[src/hdl/bec_pkg.sv]
// ----------------------------------------------------------------------------
// bec_pkg
// Shared character codes and the translator result type for the
// backslash escape codec.
// ----------------------------------------------------------------------------
package bec_pkg;

    localparam logic [7:0] CH_TAB = 8'h09;
    localparam logic [7:0] CH_LF  = 8'h0A;
    localparam logic [7:0] CH_CR  = 8'h0D;
    localparam logic [7:0] CH_BSL = 8'h5C;
    localparam logic [7:0] CH_N   = 8'h6E;
    localparam logic [7:0] CH_R   = 8'h72;
    localparam logic [7:0] CH_T   = 8'h74;

    // What one input item turns into: up to two output bytes and the
    // pending-backslash state that it leaves behind.
    typedef struct packed {
        logic       has_first;
        logic       has_second;
        logic [7:0] first_byte;
        logic       first_last;
        logic       first_end;
        logic [7:0] second_byte;
        logic       second_last;
        logic       pending_next;
    } xlat_t;

endpackage

[src/hdl/bec_xlat.sv]
// ----------------------------------------------------------------------------
// bec_xlat
// Combinational translator: maps one held input byte to its output bytes
// in escape or unescape mode.
// ----------------------------------------------------------------------------
module bec_xlat
(
    input  logic           decode_mode,
    input  logic           pending,
    input  logic [7:0]     in_byte,
    input  logic           in_last,
    output bec_pkg::xlat_t res
);

    logic [7:0] esc_code;
    logic       esc_hit;
    logic [7:0] unesc_code;

    always_comb
    begin
        esc_hit  = 1'b1;
        esc_code = in_byte;
        case (in_byte)
            bec_pkg::CH_BSL: esc_code = bec_pkg::CH_BSL;
            bec_pkg::CH_TAB: esc_code = bec_pkg::CH_T;
            bec_pkg::CH_CR:  esc_code = bec_pkg::CH_R;
            bec_pkg::CH_LF:  esc_code = bec_pkg::CH_N;
            default:         esc_hit  = 1'b0;
        endcase
    end

    always_comb
    begin
        case (in_byte)
            bec_pkg::CH_N: unesc_code = bec_pkg::CH_LF;
            bec_pkg::CH_R: unesc_code = bec_pkg::CH_CR;
            bec_pkg::CH_T: unesc_code = bec_pkg::CH_TAB;
            default:       unesc_code = in_byte;
        endcase
    end

    always_comb
    begin
        res              = '0;
        res.has_first    = 1'b1;
        res.first_byte   = in_byte;
        res.first_last   = in_last;
        res.first_end    = 1'b1;
        res.second_byte  = esc_code;
        res.second_last  = in_last;
        res.pending_next = 1'b0;
        if (!decode_mode)
        begin
            if (esc_hit)
            begin
                // emit backslash first, the escape letter second
                res.has_second = 1'b1;
                res.first_byte = bec_pkg::CH_BSL;
                res.first_last = 1'b0;
                res.first_end  = 1'b0;
            end
        end
        else if (pending)
        begin
            res.first_byte = unesc_code;
        end
        else if ((in_byte == bec_pkg::CH_BSL) && !in_last)
        begin
            // hold the backslash until the next byte resolves it
            res.has_first    = 1'b0;
            res.pending_next = 1'b1;
        end
    end

endmodule

[src/hdl/bec_out_stage.sv]
// ----------------------------------------------------------------------------
// bec_out_stage
// Output register with a second slot for the tail byte of a two-byte escape.
// ----------------------------------------------------------------------------
module bec_out_stage
(
    input  logic           clk,
    input  logic           rst_n,
    input  logic           load,
    input  bec_pkg::xlat_t res,
    output logic           free,
    output logic           out_valid,
    input  logic           out_ready,
    output logic [7:0]     out_byte,
    output logic           out_last,
    output logic           run_end
);

    logic       out_valid_reg;
    logic [7:0] out_byte_reg;
    logic       out_last_reg;
    logic       run_end_reg;
    logic       second_valid_reg;
    logic [7:0] second_byte_reg;
    logic       second_last_reg;
    logic       out_fire;

    assign out_fire = out_valid_reg && out_ready;
    // empty after this edge, so a new item may load
    assign free     = !out_valid_reg || (out_ready && !second_valid_reg);

    always_ff @(posedge clk or negedge rst_n)
    begin
        if (!rst_n)
        begin
            out_valid_reg    <= 1'b0;
            second_valid_reg <= 1'b0;
        end
        else if (load && res.has_first)
        begin
            out_valid_reg    <= 1'b1;
            second_valid_reg <= res.has_second;
        end
        else if (out_fire)
        begin
            out_valid_reg    <= second_valid_reg;
            second_valid_reg <= 1'b0;
        end
    end

    always_ff @(posedge clk)
    begin
        if (load && res.has_first)
        begin
            out_byte_reg    <= res.first_byte;
            out_last_reg    <= res.first_last;
            run_end_reg     <= res.first_end;
            second_byte_reg <= res.second_byte;
            second_last_reg <= res.second_last;
        end
        else if (out_fire && second_valid_reg)
        begin
            out_byte_reg <= second_byte_reg;
            out_last_reg <= second_last_reg;
            run_end_reg  <= 1'b1;
        end
    end

    assign out_valid = out_valid_reg;
    assign out_byte  = out_byte_reg;
    assign out_last  = out_last_reg;
    assign run_end   = run_end_reg;

    a_second_needs_first: assert property (@(posedge clk) disable iff (!rst_n)
        second_valid_reg |-> out_valid_reg)
        else $error("second slot held without a first");

    a_load_only_free: assert property (@(posedge clk) disable iff (!rst_n)
        (load && res.has_first) |-> free)
        else $error("load into a busy output stage");

    a_second_ends_run: assert property (@(posedge clk) disable iff (!rst_n)
        (out_fire && second_valid_reg) |=> (out_valid_reg && run_end_reg))
        else $error("tail byte did not close its run");

endmodule

[src/hdl/backslash_escape_codec.sv]
// ----------------------------------------------------------------------------
// backslash_escape_codec
// Backslash escape / unescape codec for a byte stream with end-of-string
// marks; mode selected by a one-bit configuration register.
// ----------------------------------------------------------------------------
//
//  channel   direction  handshake            payload
//  -------   ---------  -------------------  ------------------------------
//  in        sink       in_valid/in_ready    in_byte[7:0], in_last
//  out       source     out_valid/out_ready  out_byte[7:0], out_last, run_end
//  cfg       sink       cfg_valid/cfg_ready  cfg_data (decode_mode)
//
//  Flow: an item is held in the input register, is translated and lands
//  in the output register; one byte per cycle sustained while out_ready
//  stays high, but an item that escapes into two bytes holds the output
//  register until it drains the tail byte from its second slot.
//  Reset: asynchronous, active low; clears mode to escape and drops any
//  pending backslash. Stalls: out_ready low holds both stages; a backslash
//  absorbed in unescape mode leaves the input register without output.
//
module backslash_escape_codec
(
    input  logic       clk,
    input  logic       rst_n,
    input  logic       in_valid,
    output logic       in_ready,
    input  logic [7:0] in_byte,
    input  logic       in_last,
    output logic       out_valid,
    input  logic       out_ready,
    output logic [7:0] out_byte,
    output logic       out_last,
    output logic       run_end,
    input  logic       cfg_valid,
    output logic       cfg_ready,
    input  logic       cfg_data
);

    logic           decode_mode_reg;
    logic           pending_reg;
    logic           s1_valid_reg;
    logic [7:0]     s1_byte_reg;
    logic           s1_last_reg;
    logic           s1_move;
    logic           out_free;
    logic           cfg_fire;
    bec_pkg::xlat_t res;

    // Register writes are taken at any time.
    assign cfg_ready = 1'b1;
    assign cfg_fire  = cfg_valid && cfg_ready;

    // Advance the held item when it makes no output or the output stage
    // will be empty.
    assign s1_move  = s1_valid_reg && (!res.has_first || out_free);
    assign in_ready = !s1_valid_reg || s1_move;

    always_ff @(posedge clk or negedge rst_n)
    begin
        if (!rst_n)
        begin
            decode_mode_reg <= 1'b0;
            pending_reg     <= 1'b0;
            s1_valid_reg    <= 1'b0;
        end
        else
        begin
            if (cfg_fire)
            begin
                // a mode write abandons any waiting backslash
                decode_mode_reg <= cfg_data;
                pending_reg     <= 1'b0;
            end
            else if (s1_move)
            begin
                pending_reg <= res.pending_next;
            end
            if (in_valid && in_ready)
            begin
                s1_valid_reg <= 1'b1;
            end
            else if (s1_move)
            begin
                s1_valid_reg <= 1'b0;
            end
        end
    end

    always_ff @(posedge clk)
    begin
        if (in_valid && in_ready)
        begin
            s1_byte_reg <= in_byte;
            s1_last_reg <= in_last;
        end
    end

    bec_xlat u_xlat
    (
        .decode_mode (decode_mode_reg),
        .pending     (pending_reg),
        .in_byte     (s1_byte_reg),
        .in_last     (s1_last_reg),
        .res         (res)
    );

    bec_out_stage u_out
    (
        .clk       (clk),
        .rst_n     (rst_n),
        .load      (s1_move),
        .res       (res),
        .free      (out_free),
        .out_valid (out_valid),
        .out_ready (out_ready),
        .out_byte  (out_byte),
        .out_last  (out_last),
        .run_end   (run_end)
    );

    a_pending_only_unescape: assert property (@(posedge clk) disable iff (!rst_n)
        pending_reg |-> decode_mode_reg)
        else $error("backslash pending in escape mode");

    a_cfg_clears_pending: assert property (@(posedge clk) disable iff (!rst_n)
        cfg_fire |=> !pending_reg)
        else $error("mode write left a backslash pending");

    a_pending_silent: assert property (@(posedge clk) disable iff (!rst_n)
        (s1_move && !cfg_fire && res.pending_next) |=> (pending_reg && !s1_valid_reg)
            || (pending_reg && s1_valid_reg))
        else $error("absorbed backslash not held");

endmodule

[config.mk]
export PLATFORM = sky130hd
export DESIGN_NAME = backslash_escape_codec
export DESIGN_NICKNAME = d
export VERILOG_FILES = /design/src/hdl/bec_pkg.sv /design/src/hdl/bec_xlat.sv /design/src/hdl/bec_out_stage.sv /design/src/hdl/backslash_escape_codec.sv
export SDC_FILE = /design/constraint.sdc
export NUM_CORES = 1
export LEC_CHECK = 0
export BUFFER_PORTS_ARGS = -buffer_cell sky130_fd_sc_hd__buf_2
export CAP_MARGIN = 20
export CORE_UTILIZATION = 40
export DETAILED_ROUTE_END_ITERATION = 8
export GPL_TIMING_DRIVEN = 0
export PLACE_DENSITY_LB_ADDON = 0.2
export SYNTH_ARGS = -nofsm -noshare
export SYNTH_HDL_FRONTEND = slang
export SYNTH_HIERARCHICAL = 1
export SYNTH_SLANG_ARGS = --single-unit
[constraint.sdc]
create_clock -name clk -period 6.8 [get_ports clk]
set_input_delay 0.34 -clock clk [delete_from_list [all_inputs] [get_ports clk]]
set_output_delay 0.34 -clock clk [all_outputs]
set_load 0.005 [all_outputs]
After elaboration in Yosys (flattened, before gate mapping)

Cells that the tools add are included.

Logic and storage cells: 67
Output and inout bits: 13
Register bits after elaboration: 33
Input bits: 15

Mux-type cells: 28
Reduce and logical (&&, ||, !) cells: 20
Equality and inequality tests: 7

Operator list:

| operator                                                        | count |
|---|---|
| 8-bit by 7-bit == test with 1-bit output, second input constant | 4 |
| 8-bit two-way mux                                               | 4 |
| 8-bit case mux with 4 select lines                              | 1 |
| 8-bit by 4-bit == test with 1-bit output, second input constant | 3 |
| 8-bit case mux with 3 select lines                              | 1 |
| 1-bit two-way mux                                               | 20 |
| 11-bit two-way mux                                              | 1 |
| 2-bit nonzero test                                              | 4 |
| 1-bit logical AND                                               | 7 |
| 1-bit zero test                                                 | 5 |
| 4-bit OR reduction                                              | 1 |
| 1-bit logical OR                                                | 3 |
| 2-bit two-way mux                                               | 1 |

Logic depth before layout (Yosys ltp)

Gate-level depths: netlist of the first run.

Depth in word-level cells: 11
Depth in mapped cells: 9
Depth with buffers taken out: 7

By module

The synthesis of the first run kept the hierarchy.

Modules (own cells, without submodules):

| module                 | sequential area each (um^2) | cells each | times used | area an instance (um^2) |
|---|---|---|---|---|
| bec_out_stage          | 620.6                       | 42         | 1          | 819.5 |
| backslash_escape_codec | 345.3                       | 23         | 1          | 435.4 |
| bec_xlat               | 0.0                         | 64         | 1          | 405.4 |

Worst setup path before layout of the first run

Ideal clock, no wire load.

Path type: reg-to-reg
From: reg s1_byte_reg[4]
To: reg u_out.out_last_reg, in the netlist u_out/out_last, data pin
Cell stages (with the launch flop): 8
Clock period less this slack: 2203 ps
Required time: 6540 ps
Path slack: 4597 ps
Path buffers: 1
Arrival: 1944 ps
Library setup time: 260 ps
Cell sequence: edfxtp_1 > buf_6 > or4b_4 > a2111oi_4 > o21a_4 > inv_4 > and2_4 > mux2_2

RTL lines:

| item                     | line                         | source |
|---|---|---|
| start: declaration       | backslash_escape_codec.sv:42 | `logic [7:0] s1_byte_reg;` |
| start signal: assignment | backslash_escape_codec.sv:93 | `s1_byte_reg <= in_byte;` |
| end signal: assignment   | bec_out_stage.sv:56          | `out_last_reg <= res.first_last;` |
| end signal: assignment   | bec_out_stage.sv:64          | `out_last_reg <= second_last_reg;` |
| end: declaration         | bec_out_stage.sv:21          | `logic out_last_reg;` |

==> results.yml, run 1 <==
layout:
  post-route-util: 0.4923
  final_area_sq_mm: 0.001969
  nets: 178
  final_common_cell: "edfxtp_1"
  drive_above_1_share: 0.3415
  fill_cells: 360
  final_cell_mix: "edfxtp_1 (28), buf_2 (27), nand2_1 (9)"
  n_antenna_cell: 0
  areaGrowthSynthToFinish_pct: 18.61
place:
  postPlaceCellArea_sq_mm: 0.001853
  portBuffers: 26
  dp_slack_ns: 4.245
  place.gp.congestion: 0.8574
  dp_hpwl_um: 1990
sta:
  max_slew.worst_pin.slew_ns: 0.5583
  fmax_mhz: 394.3
  rsz0062_at_grt: "no"
  slew_viol_final: 0
  final.min_clock_period_ns: 2.536
  hold_viol_final: 0
  setup_tns_ns: 0
  slew_headroom: 0.6226
  fin_ws_ns: 4.264
  setup_violations: 0
  skew_ns: 0.006443
  period_share: 0.3730
critical_path:
  max_stage_delay_ns: 0.37
  crit_arrival_ns: 2.48
  cp_max_fo: 10
  cp-start-kind: "flip-flop"
  criticalPathCategory: "flip-flop to flip-flop"
  cp_slowest_cell: "edfxtp_1"
  cp-end-kind: "flip-flop"
  crit_chain: "clkbuf_1, nor4b_1, and4_1, inv_1, a21boi_4, nand2_2, buf_6, nand2_1"
  cp_num_buf_inv: 3
  critPathTopFamily: "simple AND/OR/NAND/NOR gates"
  crit_required_ns: 6.74
routing:
  ant_nets: 0
  wirelength_um: 2728
  drtPass1Iterations: 4
  wl_per_cell_um: 12.75
  drc: 0
  drt-initial-drc-count: 64
  vias: 1054
  vias_per_cell: 4.925
synthesis:
  synth_flop_cell: "edfxtp_1"
  syn_area_sq_mm: 0.001660
  syn-mean-instance-area_sq_um: 12.87
  synth_edf_count: 28
  synth_cells: 129
  yosys_warnings: 6
  synth-async-reset-ratio: 0.1515
  ys_ff_latch: 33
  synth_nets: 144
  ys_types: 41
  yosysSeqAreaShare: 0.5818
min_path:
  hold_class: "primary input to flip-flop"
floorplan:
  die_w_um: 66.43
  io_pins: 28
  die_area_sq_mm: 0.004412
  die_height_um: 66.43
  rows: 23
  initial_core_util: 0.4151
  core-area_sq_mm: 0.004000
clocking:
  cts_buffers: 5
  htree_levels: 2
  cts_sinks: 33
  worstSkewPairLatency_ns: 0.28
  cts_setup_buffers: 0
  clk_pin_slew_ns: 0.07
  clock_path_buffers: 2
  cts_root_buf: "clkbuf_8"
  cts_tree: "yes"
pwr:
  p_comb_frac: 0.130
  leakage_uw: 0.0007683
  p_int_uw: 384.4
  p_per_area_mw_per_mm2: 250.9
  switchingPower_uw: 109.7
  p_sw_frac: 0.2220
  pwr-share-clk: 0.359
  peakVddDrop_v: 0.00008320
  seq_power_share: 0.511
run:
  maxCapViolations: 0
global_route:
  grt_pass1_vias: 971
  grt_antenna_before_repair: 0
  gr-total-overflow: 0
  track_usage: 0.1384
  grt_pass1_wl_um: 4333
  grt_max_degree: 11
run_status:
  outcome: "complete, no violations"
==> repair_timing <==
action,CTS,global route
resized for setup,0,0
setup endpoints to repair,0,0
hold buffers,1,0
hold endpoints to repair,5,0
==> per-layer routing <==
metal	share of wire	vias to the layer above	track usage
li1	-	532	-
met1	0.46	484	0.1601
met2	0.47	34	0.2143
met3	0.054	4	0.06379
met4	0.011	0	0.06915
met5	0	-	0
==> kinds of logic (layout without fill, tap and decap cells) <==
kind of cell,count (synthesis),after routing,synth area share
AO/OA/AOI/OAI,16,16,0.08893
XOR/XNOR,1,1,0.005276
buffers and inverters,18,53,0.05652
flip-flops,33,33,0.5818
multiplexers,11,11,0.08742
other,1,1,0.002259
AND/OR/NAND/NOR,49,49,0.1779
==> layout make-up <==
cell class,count,area (sq um),share of cell area
Sequential cell,33,965.9,0.4905
Multi-Input combinational cell,78,600.6,0.3050
Timing Repair Buffer,27,140.1,0.07116
Clock buffer,6,72.57,0.03685
Tap cell,50,62.56,0.03177
Buffer,10,61.31,0.03113
Clock inverter,2,33.78,0.01715
Inverter,8,32.53,0.01652
==> final timing paths <==
| kind | start | to | slack [ns] | depth (start not counted) |
|---|---|---|---|---|
| max | s1_byte_reg[3] | u_out/out_byte[3] | 4.26 | 8 |
| min | in_byte[1] | s1_byte_reg[1] | 0.23 | 1 |
| max reg2reg | s1_byte_reg[3] | u_out/out_byte[3] | 4.26 | 8 |
| min reg2reg | u_out/second_valid_reg | u_out/second_valid_reg | 0.53 | 1 |
| max in group asynchronous | rst_n | decode_mode_reg | 6.26 | 2 |
| min in group asynchronous | rst_n | u_out/out_valid | 0.41 | 2 |
==> power groups by stage <==
stage          combinational [uW]  sequential, uW  clock (uW)
2_1_floorplan                43.3             256           0
3_3_place_gp                 63.0             257           0
3_5_place_dp                 63.9             257           0
4_1_cts                      64.7             253         184
5_1_grt                      71.9             255         190
6_report                     64.1             253         177
==> synth_stat cells, types with 2 or more instances <==
cell	instances	area (sq um)
mux2_4	6	90.09
buf_4	2	15.01
nor2b_1	3	18.77
nand3_1	3	15.01
nor2_1	4	15.01
buf_6	2	22.52
nor4_1	3	18.77
inv_1	7	26.28
o21ai_0	7	35.03
edfxtp_1	28	840.8
nand2_1	9	33.78
dfrtp_1	5	125.1
nor3_1	6	30.03
clkbuf_1	5	18.77
and2_1	3	18.77
nor4b_1	3	26.28
mux2_2	4	45.04
nand2b_1	6	37.54
==> metrics by stage <==
stage / instances / power, uW / hold slack [ns]
after floorplan: 129 / 299.6 / 0.04441
after global placement: 205 / 319.5 / 0.1566
after detailed placement: 205 / 321.2 / 0.1602
after CTS: 214 / 501.2 / 0.2180
after global routing: 214 / 516.9 / 0.2159
final: 214 / 494.2 / 0.2323
==> worst register-to-register path, cell delays in order, from the launching register on <==
cell      delay, ns
edfxtp_1       0.37
clkbuf_1       0.32
nor4b_1        0.27
and4_1         0.25
inv_1          0.13
a21boi_4       0.23
nand2_2        0.12
buf_6          0.18
nand2_1        0.33
No activity file was read; power rests on OpenSTA's default activity.
==> run 2, diff against run 1 <==
- ABC_AREA: not set -> 1
- clock period: 6.8 -> 2.41 ns (I/O delays scaled with it)
==> results.yml, run 2 <==
clocking:
  clock_path_buffers: 2
  cts_root_buf: "clkbuf_8"
  htree_levels: 2
  worstSkewPairLatency_ns: 0.28
  clk_pin_slew_ns: 0.06
  cts_tree: "yes"
  cts_buffers: 5
  cts_sinks: 33
synthesis:
  synth_area_leader_cell: "edfxtp_1"
  yosysSeqAreaShare: 0.5818
  syn-mean-instance-area_sq_um: 9.710
  synth_commonest_cells: "nand2_1 (62), edfxtp_1 (28), inv_1 (13)"
  ys_ff_latch: 33
  synth_cells: 171
  synth_top_area_frac: 0.5064
  syn_area_sq_mm: 0.001660
  synth_nets: 186
  synth_area_leaders: "edfxtp_1 (51%), nand2_1 (14%), dfrtp_1 (7.5%)"
  synth-async-reset-ratio: 0.1515
  yosys_warnings: 6
  yosysMostFrequentCell: "nand2_1"
  synth_flop_cell: "edfxtp_1"
  ys_types: 28
  synth_edf_count: 28
critical_path:
  cp_slowest_cell: "edfxtp_1"
  ff2ff_setup_slack_ns: 0.20
  crit_required_ns: 2.41
  cp_max_fo: 10
  crit_chain: "inv_2, nand2_1, nor2_4, nand3_4, nor4_4, inv_2, nand2_1, nand2_1, inv_1, nand2_2, buf_6, o21ai_4, buf_6"
  r2r_cells: 13
  criticalPathCategory: "flip-flop to flip-flop"
  crit_cells: 13
  cp-end-kind: "flip-flop"
  cp_num_buf_inv: 5
  cp_common_cell: "nand2_1"
  max_stage_delay_ns: 0.43
  critPathTopFamily: "simple AND/OR/NAND/NOR gates"
  crit_arrival_ns: 2.21
  cp-start-kind: "flip-flop"
sta:
  holdWs_ns: 0.01184
  final.min_clock_period_ns: 2.209
  setup_violations: 0
  slew_viol_final: 0
  setup_tns_ns: 0
  period_share: 0.9166
  fmax_mhz: 452.7
  fin_ws_ns: 0.2011
  skew_ns: 0.004101
  hold_viol_final: 0
  rsz0062_at_grt: "no"
routing:
  drc: 0
  ant_nets: 0
  drt-initial-drc-count: 63
  vias: 1176
  vias_per_cell: 4.421
  wirelength_um: 2676
  drtPass1Iterations: 4
  wl_per_cell_um: 10.06
pwr:
  leakage_uw: 0.0009664
  peakVddDrop_v: 0.0003299
  p_per_area_mw_per_mm2: 664.2
  p_total_uw: 1369
global_route:
  grt_pass1_wl_um: 4540
  grt_max_degree: 19
  track_usage: 0.1447
  grt_antenna_before_repair: 0
  grt_pass1_vias: 1096
  gr-total-overflow: 0
place:
  dp_hpwl_um: 2027
  portBuffers: 26
  place.gp.congestion: 0.8401
  dp_slack_ns: -0.1511
layout:
  final-seq-area_sq_um: 965.9
  fill_cells: 365
  areaGrowthSynthToFinish_pct: 24.11
  final_cell_mix: "nand2_1 (62), edfxtp_1 (28), buf_2 (27)"
  final_common_cell: "nand2_1"
  drive_above_1_share: 0.3287
  n_antenna_cell: 0
  nets: 230
  multiInputGateArea_sq_um: 581.8
floorplan:
  die_area_sq_mm: 0.004412
  die_height_um: 66.43
  initial_core_util: 0.4151
  core-area_sq_mm: 0.004000
  io_pins: 28
  rows: 23
  die_w_um: 66.43
min_path:
  holdPathStages: 1
  hold_class: "primary input to flip-flop"
run_status:
  outcome: "complete, no violations"
run:
  maxCapViolations: 0
[run 2: layer usage]
metal,wire [um],vias to the layer above,track usage
met5,0,-,0
met2,1298,31,0.2449
li1,-,638,-
met4,57,0,0.07181
met1,1179,501,0.1560
met3,140,6,0.05690
[run 2: kinds of logic after synthesis]
family	Yosys count	share of synthesized area
and+or+nand+nor	99	0.3075
xor gates and xnor gates	1	0.005276
DFF	33	0.5818
other	1	0.002259
buffers and inverters	30	0.07988
AOI/OAI and AO/OA	7	0.02336
[run 2: repair_timing]
action	in CTS	in global routing
setup buffers	0	4
hold buffers	3	3
pin swaps	0	3
cloned	0	0
resized for setup	3	5
endpoints found under the setup margin	7	10
endpoints found under the hold margin	7	3
[run 2: worst reg2reg max path: stages, from the launching register on]
cell and delay, ns:
edfxtp_1 0.43, inv_2 0.10, nand2_1 0.10, nor2_4 0.15, nand3_4 0.09, nor4_4 0.25
inv_2 0.09, nand2_1 0.09, nand2_1 0.07, inv_1 0.07, nand2_2 0.10, buf_6 0.16
o21ai_4 0.08, buf_6 0.16
[run 2: final cells by class]
cell class                 instances  share of cell area
buffer                             7             0.02429
inverter                          23             0.04189
sequential                        33              0.4687
tap                               50             0.03036
clock inverter                     2            0.004857
multi-input combinational        108              0.2823
clock buffer                       6             0.03522
timing repair buffer              37              0.1123
[run 2: final timing paths]
kind                                          endpoint                   start
min in group asynchronous       u_out/second_valid_reg                   rst_n
worst min register to register  u_out/second_valid_reg  u_out/second_valid_reg
max in group asynchronous              decode_mode_reg                   rst_n
worst max-delay path                 u_out/out_byte[0]          s1_byte_reg[1]
worst min-delay path                    s1_byte_reg[1]              in_byte[1]
worst max register to register       u_out/out_byte[0]          s1_byte_reg[1]
[run 2: where the power goes]
group	switching [uW]	total (uW)	internal (uW)	leakage, uW
registers	26.7	737	710	0.000330
logic	143	243	99.6	0.000591
clock network	190	389	200	0.0000450
total	359	1370	1010	0.000966
[run 2: stage by stage]
step | cell area, sq um | std cells | util
after global placement | 1853 | 247 | 0.4632
after detailed placement | 1858 | 248 | 0.4645
final | 2061 | 266 | 0.5152
after floorplan | 1660 | 171 | -
after global routing | 2061 | 266 | 0.5152
after CTS | 1977 | 259 | 0.4942
